[src/rtl/core/table_driven_tokenizer_unit_macros.svh]
// ----------------------------------------------------------------------------
// Assertion macros for the table driven tokenizer unit
// Concurrent checks sampled on i_clk and held off while i_rst_n is low.
// ----------------------------------------------------------------------------
`ifndef TABLE_DRIVEN_TOKENIZER_UNIT_MACROS_SVH
`define TABLE_DRIVEN_TOKENIZER_UNIT_MACROS_SVH

// Same-cycle implication
`define TDT_ASSERT_NOW(lbl, ante, cons, msg) \
    lbl: assert property (@(posedge i_clk) disable iff (!i_rst_n) \
        (ante) |-> (cons)) else $error(msg);

// Next-cycle implication
`define TDT_ASSERT_NEXT(lbl, ante, cons, msg) \
    lbl: assert property (@(posedge i_clk) disable iff (!i_rst_n) \
        (ante) |=> (cons)) else $error(msg);

`endif

[src/rtl/core/tdt_pkg.sv]
// ----------------------------------------------------------------------------
// tdt_pkg
// Shared types and constants of the table driven tokenizer unit.
// ----------------------------------------------------------------------------
package tdt_pkg;

    // Width of the integer value field on the result port
    localparam int unsigned INT_W          = 31;
    // Default width of the decimal accumulator
    localparam int unsigned VALUE_BITS_DEF = 31;
    // Result queue depth, a power of two of at least 4
    localparam int unsigned RQ_DEPTH       = 4;
    localparam int unsigned RQ_PW          = $clog2(RQ_DEPTH);
    localparam int unsigned RQ_CW          = $clog2(RQ_DEPTH + 1);

    typedef enum logic {
        KIND_CHAR  = 1'b0,
        KIND_TOKEN = 1'b1
    } t_rkind;

    typedef enum logic [2:0] {
        TK_ILLEGAL = 3'd0,
        TK_WORD    = 3'd1,
        TK_INT     = 3'd2,
        TK_SPECIAL = 3'd3,
        TK_LITERAL = 3'd4
    } t_tok;

    typedef struct packed {
        t_rkind           kind;
        logic [7:0]       out_char;
        t_tok             token_kind;
        logic [INT_W-1:0] int_value;
        logic             sat;
        logic             ended;
        logic             last;
    } t_result;

    // Up to two result beats produced by one scanned character
    typedef struct packed {
        logic [1:0]        n;
        t_result [1:0]     res;
    } t_scan_out;

endpackage

[src/rtl/core/tdt_scan.sv]
// ----------------------------------------------------------------------------
// tdt_scan
// Character classifier, scanner state table and decimal accumulator.
// ----------------------------------------------------------------------------
module tdt_scan import tdt_pkg::*; #(
    parameter int unsigned VALUE_BITS = VALUE_BITS_DEF
) (
    input  logic       i_clk,
    input  logic       i_rst_n,
    input  logic       i_step,
    input  logic [7:0] i_char,
    input  logic       i_end,
    output t_scan_out  o_out
);

    typedef enum logic [6:0] {
        ST_START = 7'b0000001,
        ST_WORD  = 7'b0000010,
        ST_INT   = 7'b0000100,
        ST_SPEC  = 7'b0001000,
        ST_QOPEN = 7'b0010000,
        ST_TAIL  = 7'b0100000,
        ST_LIT   = 7'b1000000
    } t_scan_state;

    typedef enum logic [2:0] {
        CLS_END     = 3'd0,
        CLS_QUOTE   = 3'd1,
        CLS_LETTER  = 3'd2,
        CLS_DIGIT   = 3'd3,
        CLS_DELIM   = 3'd4,
        CLS_SPECIAL = 3'd5
    } t_cls;

    typedef struct packed {
        logic        done;
        t_scan_state nxt;
    } t_step;

    localparam int unsigned AW = VALUE_BITS + 4;

    function automatic t_step next_of(t_scan_state s, t_cls c);
        t_step r;
        r.done = 1'b1;
        r.nxt  = ST_START;
        unique case (s)
            ST_WORD: begin
                if (c == CLS_LETTER) begin r.done = 1'b0; r.nxt = ST_WORD; end
                else if (c == CLS_DELIM) begin r.done = 1'b0; r.nxt = ST_TAIL; end
            end
            ST_INT: begin
                if (c == CLS_DIGIT) begin r.done = 1'b0; r.nxt = ST_INT; end
                else if (c == CLS_DELIM) begin r.done = 1'b0; r.nxt = ST_TAIL; end
            end
            ST_SPEC: begin
                if (c == CLS_SPECIAL) begin r.done = 1'b0; r.nxt = ST_SPEC; end
                else if (c == CLS_DELIM) begin r.done = 1'b0; r.nxt = ST_TAIL; end
            end
            ST_TAIL: begin
                if (c == CLS_DELIM) begin r.done = 1'b0; r.nxt = ST_TAIL; end
            end
            ST_QOPEN, ST_LIT: begin
                if (c == CLS_QUOTE) begin r.done = 1'b0; r.nxt = ST_TAIL; end
                else if (c != CLS_END) begin r.done = 1'b0; r.nxt = ST_LIT; end
            end
            default: begin
                // start state
                r.done = 1'b0;
                case (c)
                    CLS_END:     r.done = 1'b1;
                    CLS_QUOTE:   r.nxt  = ST_QOPEN;
                    CLS_LETTER:  r.nxt  = ST_WORD;
                    CLS_DIGIT:   r.nxt  = ST_INT;
                    CLS_SPECIAL: r.nxt  = ST_SPEC;
                    default:     r.nxt  = ST_START;
                endcase
            end
        endcase
        return r;
    endfunction

    t_scan_state           r_state, n_state;
    t_tok                  r_kind, n_kind;
    logic [VALUE_BITS-1:0] r_acc, n_acc;
    logic                  r_sat, n_sat;

    t_cls                  cls;
    t_step                 tr, ent;
    t_scan_state           enter_st;
    logic                  done, do_enter, char_emit;
    t_tok                  base_kind;
    logic [VALUE_BITS-1:0] base_acc;
    logic                  base_sat;
    logic [AW-1:0]         acc_x10, acc_sum;
    logic                  acc_over;
    t_result               tok_res, chr_res;

    always_comb begin
        if (i_end) begin
            cls = CLS_END;
        end else if (i_char == 8'h22 || i_char == 8'h27) begin
            cls = CLS_QUOTE;
        end else if ((i_char >= 8'h41 && i_char <= 8'h5A) ||
                     (i_char >= 8'h61 && i_char <= 8'h7A)) begin
            cls = CLS_LETTER;
        end else if (i_char >= 8'h30 && i_char <= 8'h39) begin
            cls = CLS_DIGIT;
        end else if (i_char == 8'h20 || i_char == 8'h2C) begin
            cls = CLS_DELIM;
        end else begin
            cls = CLS_SPECIAL;
        end
    end

    always_comb begin
        tr        = next_of(r_state, cls);
        ent       = next_of(ST_START, cls);
        done      = tr.done;
        enter_st  = done ? ent.nxt : tr.nxt;
        // an end mark is not scanned again after the token closes
        do_enter  = !(done && i_end);
        base_kind = done ? TK_ILLEGAL : r_kind;
        base_acc  = done ? '0 : r_acc;
        base_sat  = done ? 1'b0 : r_sat;

        acc_x10  = ({4'b0, base_acc} << 3) + ({4'b0, base_acc} << 1);
        acc_sum  = acc_x10 + AW'(i_char[3:0]);
        acc_over = acc_sum > {4'b0, {VALUE_BITS{1'b1}}};

        n_state   = do_enter ? enter_st : ST_START;
        n_kind    = base_kind;
        n_acc     = base_acc;
        n_sat     = base_sat;
        char_emit = 1'b0;
        if (do_enter) begin
            unique case (enter_st)
                ST_WORD: begin
                    n_kind    = TK_WORD;
                    char_emit = 1'b1;
                end
                ST_INT: begin
                    n_kind = TK_INT;
                    if (acc_over) begin
                        n_acc = {VALUE_BITS{1'b1}};
                        n_sat = 1'b1;
                    end else begin
                        n_acc = acc_sum[VALUE_BITS-1:0];
                    end
                end
                ST_SPEC: begin
                    n_kind    = TK_SPECIAL;
                    char_emit = 1'b1;
                end
                ST_LIT: begin
                    n_kind    = TK_LITERAL;
                    char_emit = 1'b1;
                end
                default: ;
            endcase
        end

        tok_res.kind       = KIND_TOKEN;
        tok_res.out_char   = 8'd0;
        tok_res.token_kind = r_kind;
        tok_res.int_value  = INT_W'(r_acc);
        tok_res.sat        = r_sat;
        tok_res.ended      = i_end;
        tok_res.last       = !char_emit;

        chr_res.kind       = KIND_CHAR;
        chr_res.out_char   = i_char;
        chr_res.token_kind = TK_ILLEGAL;
        chr_res.int_value  = '0;
        chr_res.sat        = 1'b0;
        chr_res.ended      = 1'b0;
        chr_res.last       = 1'b1;

        o_out.n      = {1'b0, done} + {1'b0, char_emit};
        o_out.res[0] = done ? tok_res : chr_res;
        o_out.res[1] = chr_res;
    end

    always_ff @(posedge i_clk) begin
        if (!i_rst_n) begin
            r_state <= ST_START;
            r_kind  <= TK_ILLEGAL;
            r_acc   <= '0;
            r_sat   <= 1'b0;
        end else if (i_step) begin
            r_state <= n_state;
            r_kind  <= n_kind;
            r_acc   <= n_acc;
            r_sat   <= n_sat;
        end
    end

endmodule

[src/rtl/core/tdt_rq.sv]
// ----------------------------------------------------------------------------
// tdt_rq
// Result queue: takes up to two beats per cycle, hands out one.
// ----------------------------------------------------------------------------
module tdt_rq import tdt_pkg::*; (
    input  logic             i_clk,
    input  logic             i_rst_n,
    input  logic             i_push,
    input  t_scan_out        i_data,
    input  logic             i_pop,
    output logic             o_room,
    output logic             o_valid,
    output logic [RQ_CW-1:0] o_level,
    output t_result          o_head
);

    t_result [RQ_DEPTH-1:0] r_mem;
    logic [RQ_PW-1:0]       r_wp, r_rp;
    logic [RQ_CW-1:0]       r_cnt, n_cnt;
    logic [1:0]             push_n;
    logic [RQ_PW-1:0]       wp_next;

    assign push_n  = i_push ? i_data.n : 2'd0;
    assign wp_next = RQ_PW'(r_wp + 1'b1);
    assign n_cnt   = r_cnt + RQ_CW'(push_n) - RQ_CW'(i_pop);

    // room for a worst-case item of two beats
    assign o_room  = r_cnt <= RQ_CW'(RQ_DEPTH - 2);
    assign o_valid = r_cnt != '0;
    assign o_level = r_cnt;
    assign o_head  = r_mem[r_rp];

    always_ff @(posedge i_clk) begin
        if (push_n != 2'd0) begin
            r_mem[r_wp] <= i_data.res[0];
        end
        if (push_n == 2'd2) begin
            r_mem[wp_next] <= i_data.res[1];
        end
    end

    always_ff @(posedge i_clk) begin
        if (!i_rst_n) begin
            r_wp  <= '0;
            r_rp  <= '0;
            r_cnt <= '0;
        end else begin
            r_wp  <= RQ_PW'(r_wp + RQ_PW'(push_n));
            if (i_pop) begin
                r_rp <= RQ_PW'(r_rp + 1'b1);
            end
            r_cnt <= n_cnt;
        end
    end

endmodule

[src/rtl/core/table_driven_tokenizer_unit.sv]
// ----------------------------------------------------------------------------
// table_driven_tokenizer_unit
// Character-at-a-time lexer: words, integers, special runs and quoted
// literals, with a character beat per appended character and a token beat
// per completed token.
//
//   channel | direction | handshake          | payload
//   --------+-----------+--------------------+-----------------------------
//   input   | in        | i_valid / o_stall  | i_char_code, i_end_mark
//   result  | out       | o_valid / i_stall  | o_kind .. o_last (7 fields)
//
// An accepted beat is held in the input register and scanned from there once
// the queue has room for two results; its results enter the queue at the end of
// that cycle and are visible on the result port in the cycle after.
// One input beat per cycle is sustained, while the result side does not stall,
// as long as each character yields at most one result; a character that closes
// one token and opens another yields two beats, which the single read port of
// the result queue then hands out one at a time.
// Reset is synchronous on i_rst_n and needs no clearing pass: the scanner
// returns to its start state and the queue empties.
// A stall on the result side backs up through the four-entry queue into the
// input register, which raises o_stall only once it cannot advance.
// ----------------------------------------------------------------------------
module table_driven_tokenizer_unit import tdt_pkg::*; #(
    parameter int unsigned VALUE_BITS = VALUE_BITS_DEF
) (
    input  logic             i_clk,
    input  logic             i_rst_n,
    // input channel
    input  logic             i_valid,
    output logic             o_stall,
    input  logic [7:0]       i_char_code,
    input  logic             i_end_mark,
    // result channel
    output logic             o_valid,
    input  logic             i_stall,
    output logic             o_kind,
    output logic [7:0]       o_out_char,
    output logic [2:0]       o_token_kind,
    output logic [INT_W-1:0] o_int_value,
    output logic             o_value_saturated,
    output logic             o_input_ended,
    output logic             o_last
);

`include "table_driven_tokenizer_unit_macros.svh"

    // input register
    logic       r_in_vld;
    logic [7:0] r_in_char;
    logic       r_in_end;

    logic             in_take;
    logic             adv;
    logic             q_room;
    logic             q_pop;
    logic [RQ_CW-1:0] q_level;
    t_scan_out        scan_out;
    t_result          head;

    // advance the held beat only when the queue can swallow two results
    assign adv     = r_in_vld && q_room;
    assign o_stall = r_in_vld && !q_room;
    assign in_take = i_valid && !o_stall;
    assign q_pop   = o_valid && !i_stall;

    always_ff @(posedge i_clk) begin
        if (!i_rst_n) begin
            r_in_vld <= 1'b0;
        end else begin
            r_in_vld <= in_take || (r_in_vld && !adv);
        end
    end

    // payload: load on a new beat, hold otherwise
    always_ff @(posedge i_clk) begin
        if (in_take) begin
            r_in_char <= i_char_code;
            r_in_end  <= i_end_mark;
        end
    end

    tdt_scan #(
        .VALUE_BITS (VALUE_BITS)
    ) u_scan (
        .i_clk   (i_clk),
        .i_rst_n (i_rst_n),
        .i_step  (adv),
        .i_char  (r_in_char),
        .i_end   (r_in_end),
        .o_out   (scan_out)
    );

    tdt_rq u_rq (
        .i_clk   (i_clk),
        .i_rst_n (i_rst_n),
        .i_push  (adv),
        .i_data  (scan_out),
        .i_pop   (q_pop),
        .o_room  (q_room),
        .o_valid (o_valid),
        .o_level (q_level),
        .o_head  (head)
    );

    // drive the result fields straight from the queue head
    assign o_kind            = head.kind;
    assign o_out_char        = head.out_char;
    assign o_token_kind      = head.token_kind;
    assign o_int_value       = head.int_value;
    assign o_value_saturated = head.sat;
    assign o_input_ended     = head.ended;
    assign o_last            = head.last;

    // ---- checks ----
    `TDT_ASSERT_NOW(a_room_on_adv, adv, q_level <= RQ_CW'(RQ_DEPTH - 2), "queue overrun on advance")
    `TDT_ASSERT_NEXT(a_end_yields_beat, adv && r_in_end, o_valid, "end mark produced no result")
    `TDT_ASSERT_NOW(a_end_is_last, o_valid && o_kind == KIND_TOKEN && o_input_ended, o_last, "end-of-input token not last")
    `TDT_ASSERT_NOW(a_char_clean, o_valid && o_kind == KIND_CHAR, o_token_kind == TK_ILLEGAL && o_int_value == '0 && !o_input_ended, "character beat carries token fields")

endmodule
[config.mk]
export PLATFORM = sky130hd
export DESIGN_NAME = table_driven_tokenizer_unit
export DESIGN_NICKNAME = d
export VERILOG_FILES = /design/src/rtl/core/tdt_pkg.sv /design/src/rtl/core/tdt_scan.sv /design/src/rtl/core/tdt_rq.sv /design/src/rtl/core/table_driven_tokenizer_unit.sv
export VERILOG_INCLUDE_DIRS = /design/src /design/src/rtl/core
export SDC_FILE = /design/constraint.sdc
export NUM_CORES = 1
export LEC_CHECK = 0
export BUFFER_PORTS_ARGS = -buffer_cell sky130_fd_sc_hd__buf_2
export CAP_MARGIN = 40
export CELL_PAD_IN_SITES_DETAIL_PLACEMENT = 0
export CELL_PAD_IN_SITES_GLOBAL_PLACEMENT = 1
export CORE_UTILIZATION = 48
export DETAILED_ROUTE_END_ITERATION = 16
export PLACE_DENSITY = 0.91
export SLEW_MARGIN = 25
export SYNTH_ARGS = -nofsm -noshare
export SYNTH_HDL_FRONTEND = slang
export SYNTH_SLANG_ARGS = --single-unit
[constraint.sdc]
create_clock -name i_clk -period 7.2 [get_ports i_clk]
set_input_delay 0 -clock i_clk [delete_from_list [all_inputs] [get_ports i_clk]]
set_output_delay 0 -clock i_clk [all_outputs]
set_load 0.03 [all_outputs]
# [Word-level counts from Yosys, hierarchy flattened]
# Index checks and enable logic that the tools add are counted.
# W data, S select, Z words.
[word_totals] reg_bits=243 latchBits=0 mem_bits_rw=0 mem_bits_ro=0 inputBits=13 elab_cells=146 memories=0
[op_classes] add_sub_neg=8 mul=0 div_mod_pow=0 order_cmp=13 eq_ne=20 n_shift=0 mux=41 n_bitwise=0 reduce_logical=26
[ops] op="$bwmux W184" n=2
[ops] op="$mux W184" n=2
[ops] op="$demux W46 S2" n=2
[ops] op="$mux W46" n=4
[ops] op="$mux W31" n=4
[ops] op="$bmux W46 S2" n=1
[ops] op="$mux W8" n=6
[ops] op="$pmux W8 S5" n=1
[ops] op="$add A34 B32 Y35" n=1
[ops] op="$add A35 B4 Y35" n=1
[ops] op="$gt A35 B31 Y1 const B" n=1
[ops] op="$eq A8 B6 Y1 const B" n=4
[ops] op="$pmux W5 S4" n=1
[ops] op="$mux W3" n=6
[ops] op="$ge A8 B7 Y1 const B" n=2
[ops] op="$le A8 B7 Y1 const B" n=2
[ops] op="$eq A7 B2 Y1 const B" n=2
[ops] op="$eq A7 B3 Y1 const B" n=2
[ops] op="$eq A7 B4 Y1 const B" n=2
[ops] op="$eq A7 B7 Y1 const B" n=2
[ops] op="$mux W7" n=2
[ops] op="$pmux W3 S4" n=1
[ops] op="$logic_and A1 B1 Y1" n=11
[ops] op="$lt A2 B3 Y1 const B" n=3
[ops] op="other kinds (24)" n=43

# [Logic depth before layout (Yosys ltp)]
[logic_depth] depth_word=22 depth_mapped=25 depth_no_buf=20

# [By module]
# Synthesis repeated with hierarchy kept, for this count alone.
[unflattened] hier_cells=1842 hier_area_um2=15323.4
[modules_own_cells] module="tdt_rq" n_inst=1 cells_per_inst=1159 area_per_inst_um2=9799.4
[modules_own_cells] module="tdt_scan" n_inst=1 cells_per_inst=668 area_per_inst_um2=5193.7
[modules_own_cells] module="table_driven_tokenizer_unit" n_inst=1 cells_per_inst=15 area_per_inst_um2=330.3

# [Least setup slack after synthesis]
# OpenSTA, ideal clock, no wires.
[synth_timing] path_kind="register to register" start="reg r_in_char[2]" end="reg u_scan.r_acc[10]" t_arrival_ns=5.117 required_time_ns=7.121 slack_ns=2.004 stages_incl_launch_ff=24 path_cell_list="edfxtp_1 -> buf_2 -> xnor2_1 -> a31oi_1 -> o21a_1 -> o211ai_2 -> a211oi_2 -> buf_2 -> clkbuf_1 -> nand2_1 -> fa_1 -> inv_1 -> ha_1 -> a21o_1 -> nand4_1 -> a21oi_1 -> o21ai_0 -> nor4b_1 -> a21oi_1 -> xnor2_1 -> clkbuf_1 -> buf_1 -> nor4_1 -> a22oi_1"
[synth_between] elab_chain_cells=18 word_cells_on_any_way=47 cone_classes="2 x add/sub; 7 x order compare; 10 x eq/ne; 19 x mux; 9 x reduce/logical"
[synth_lines] item="start, declared" line="table_driven_tokenizer_unit.sv:50" text="logic [7:0] r_in_char;"
[synth_lines] item="start signal, assigned" line="table_driven_tokenizer_unit.sv:78" text="r_in_char <= i_char_code;"
[synth_lines] item="parallel branches: the longest is 17 deep, another holds $add A34 B32 Y35"
[synth_lines] item="$mux W31 *" line="tdt_scan.sv:135" text="if (do_enter) begin"
[synth_lines] item="end signal, assigned" line="tdt_scan.sv:192" text="r_acc <= n_acc;"
[synth_lines] item="end, declared" line="tdt_scan.sv:84" text="logic [VALUE_BITS-1:0] r_acc, n_acc;"
# Mark *: on every way between the ends.
# A chain may end at the register's enable or synchronous reset.

# [Worst setup path after layout]
[layout_timing] start="reg r_in_char[2]" end="reg u_scan.r_acc[12]"
# The elaborated chain is that of the path after synthesis.

==> results.json <==
{
  "viasPerCell": 6.18,
  "die_w_um": 165,
  "yosysTopAreaCell": "dfxtp_1",
  "remaining_drc_errors": 0,
  "cts_setup_buffers": 0,
  "ios": 61,
  "syn-cell-area_mm2": 0.0127,
  "fin_area_mm2": 0.0142,
  "ys_seq_elements": 243,
  "drv_slew": 0,
  "dp_hpwl_um": 23600,
  "dr.pass1.iters": 6,
  "yosysTopAreaCellShare": 0.368,
  "clock_latency_ns": 0.52,
  "diodes": 0,
  "run_status": "finished, final reports clean",
  "root_buffer": "clkbuf_16",
  "antenna_found_initial": 0,
  "clock_path_buffers": 3,
  "cts_tree": "yes",
  "grt_overflow": 0,
  "cts.hold.buffers_added": 12,
  "htreeDepth": 1,
  "grt_pass1_wl_um": 58000,
  "post-route-period-util": 0.827,
  "layout-drive-gt1-share": 0.137,
  "fmax_ghz": 0.168,
  "port_buffers": 60,
  "r2r_slack_ns": 1.25,
  "fin_tns_setup_ns": 0,
  "die_area_mm2": 0.0272,
  "arrival_ns": 6.39,
  "area_delta_synth_final_pct": 11.7,
  "hold_viol": 0,
  "post_drt_wl_per_cell_um": 19.8,
  "path_class": "register to register",
  "cts-resized-gates": 0,
  "gr-usage-met2": 0.442,
  "fin_nets": 1558,
  "startpoint_type": "register",
  "synth_edf_count": 9,
  "rows": 59,
  "maxCapViolCount": 0,
  "post-route-min-period_ns": 5.95,
  "syn_area_per_cell_um2": 8.69,
  "critPathCaptureType": "register",
  "cp.required_ns": 7.64,
  "min_path_cells": 2,
  "start_util": 0.489,
  "ys_top_cells_by_count": "234 x dfxtp_1, 211 x a21oi_1, 210 x nand2_1",
  "reg2reg_depth": 20,
  "crit_path_max_fanout": 38,
  "worst_pin_slew_ns": 0.814,
  "clock_skew_ns": 0.00969,
  "synth_nets": 1548,
  "slew_headroom": 0.455,
  "grt_use_met3": 0.0402,
  "yosys_warnings": 0,
  "gp_congestion": 0.892,
  "async_flop_share": 0,
  "peakVddDrop_v": 0.000243,
  "synth_most_common_cell": "dfxtp_1",
  "rsz0062_at_grt": "false",
  "routed_wl_um": 36200,
  "hold_class": "input pin to register",
  "ys_dominant_reg_cell": "dfxtp_1",
  "die_h_um": 165,
  "clock_sinks": 243,
  "synthDistinctLibCells": 64,
  "grt_pass1_vias": 10600,
  "antenna_left": 0,
  "vias": 11300,
  "grt_max_degree": 74,
  "p_per_area_mw_per_mm2": 248,
  "synth.area.top_cells": "dfxtp_1 37%, a21oi_1 8.3%, mux4_2 8.1%, ha_1 6.6%, nand3_1 6.2%",
  "numCtsBuffers": 25,
  "p_leak_uw": 0.00567,
  "grt_usage": 0.270,
  "finalSetupViolCount": 0,
  "placed_area_mm2": 0.0133,
  "core-area_mm2": 0.0261,
  "clkSlewWorstSetupHoldPaths_ns": 0.06,
  "synth_cells": 1465,
  "top_usage_layer": "met2",
  "dr.first_iter.drc_count": 1154,
  "ys_seq_area_frac": 0.389,
  "use_met1": 0.370
}
-- layout by cell type (no fill, tap or decap), drive strengths merged, types with 33 or more instances in the layout --
cell type,instances
ha,67
dfxtp,234
nand2,210
nor2,62
mux4,46
buf,87
a21oi,211
clkbuf,34
nand3,158
and2,33
-- cell families after synthesis --
| family | count (synthesis) | share of synthesized area |
|---|---|---|
| simple gates | 549 | 0.201 |
| compound gates | 382 | 0.188 |
| flops | 243 | 0.389 |
| buf+inv | 138 | 0.0447 |
| fa+ha+maj | 70 | 0.0705 |
| mux | 47 | 0.0821 |
| xor+xnor | 36 | 0.0248 |
-- worst max-delay path: stages, from the launching register on --
cell and delay [ns]:
edfxtp_1 0.58, xnor2_1 0.22, a31oi_1 0.45, o21a_1 0.20, o211ai_2 0.18, a211oi_4 0.23
buf_4 0.36, nand2_1 0.17, fa_1 0.59, inv_1 0.06, ha_1 0.27, a21o_1 0.13
nand4_1 0.13, a21oi_1 0.34, o21ai_0 0.15, nor4b_1 0.17, or2_2 0.32, o221ai_2 0.56
buf_4 0.41, o41ai_1 0.13, a22oi_1 0.19
-- through the flow --
step / total power (µW) / instances / setup WS [ns] / hold slack [ns] / utilization
finish: 3530 / 1827 / 1.25 / 0.203 / 0.546
global route: 3660 / 1827 / 0.797 / 0.207 / 0.546
CTS: 3540 / 1825 / 1.33 / 0.189 / 0.545
detailed placement: 2300 / 1769 / 1.35 / 0.180 / 0.511
global placement: 2270 / 1764 / 1.55 / 0.179 / 0.506
floorplan: 2100 / 1465 / 2.00 / 0.0989 / -
-- final cells by class --
type	count	area [µm²]
clock buffer	33	686
inverter	21	81.3
timing repair buffer	100	714
sequential	243	4960
clock inverter	11	91.3
fill	2350	11800
tap	335	419
multi-input combinational	1084	7280
-- final timing paths --
check | endpoint | startpoint
max | u_scan.r_acc[12]$_SDFFE_PN0P_ | r_in_char[2]$_DFFE_PP_
min | r_in_char[7]$_DFFE_PP_ | i_char_code[7]
max reg2reg | u_scan.r_acc[12]$_SDFFE_PN0P_ | r_in_char[2]$_DFFE_PP_
min reg2reg | u_rq.r_mem[158]$_DFF_P_ | u_rq.r_mem[158]$_DFF_P_
-- sequential cells by signal, summed over array words and instances (netlist names) --
signal          count
u_scan.r_kind       3
r_in_vld            1
u_rq.r_rp           2
u_scan.r_acc       31
r_in_char           8
u_scan.r_state      7
r_in_end            1
u_rq.r_mem        184
u_rq.o_level        3
u_rq.r_wp           2
u_scan.r_sat        1
-- power by group --
part | internal (µW) | switching, µW | total [µW]
sequential | 1470 | 104 | 1570
combinational | 297 | 411 | 708
clock | 706 | 539 | 1250
total | 2470 | 1050 | 3530
-- routing by layer --
layer,vias up,routed length [µm],part of all wire
met5,-,0,0
met4,0,560,0.015
met3,52,2750,0.076
met2,419,17100,0.47
met1,5500,15700,0.43
li1,5328,-,-
Note: power is estimated with default switching activity, not from simulation.
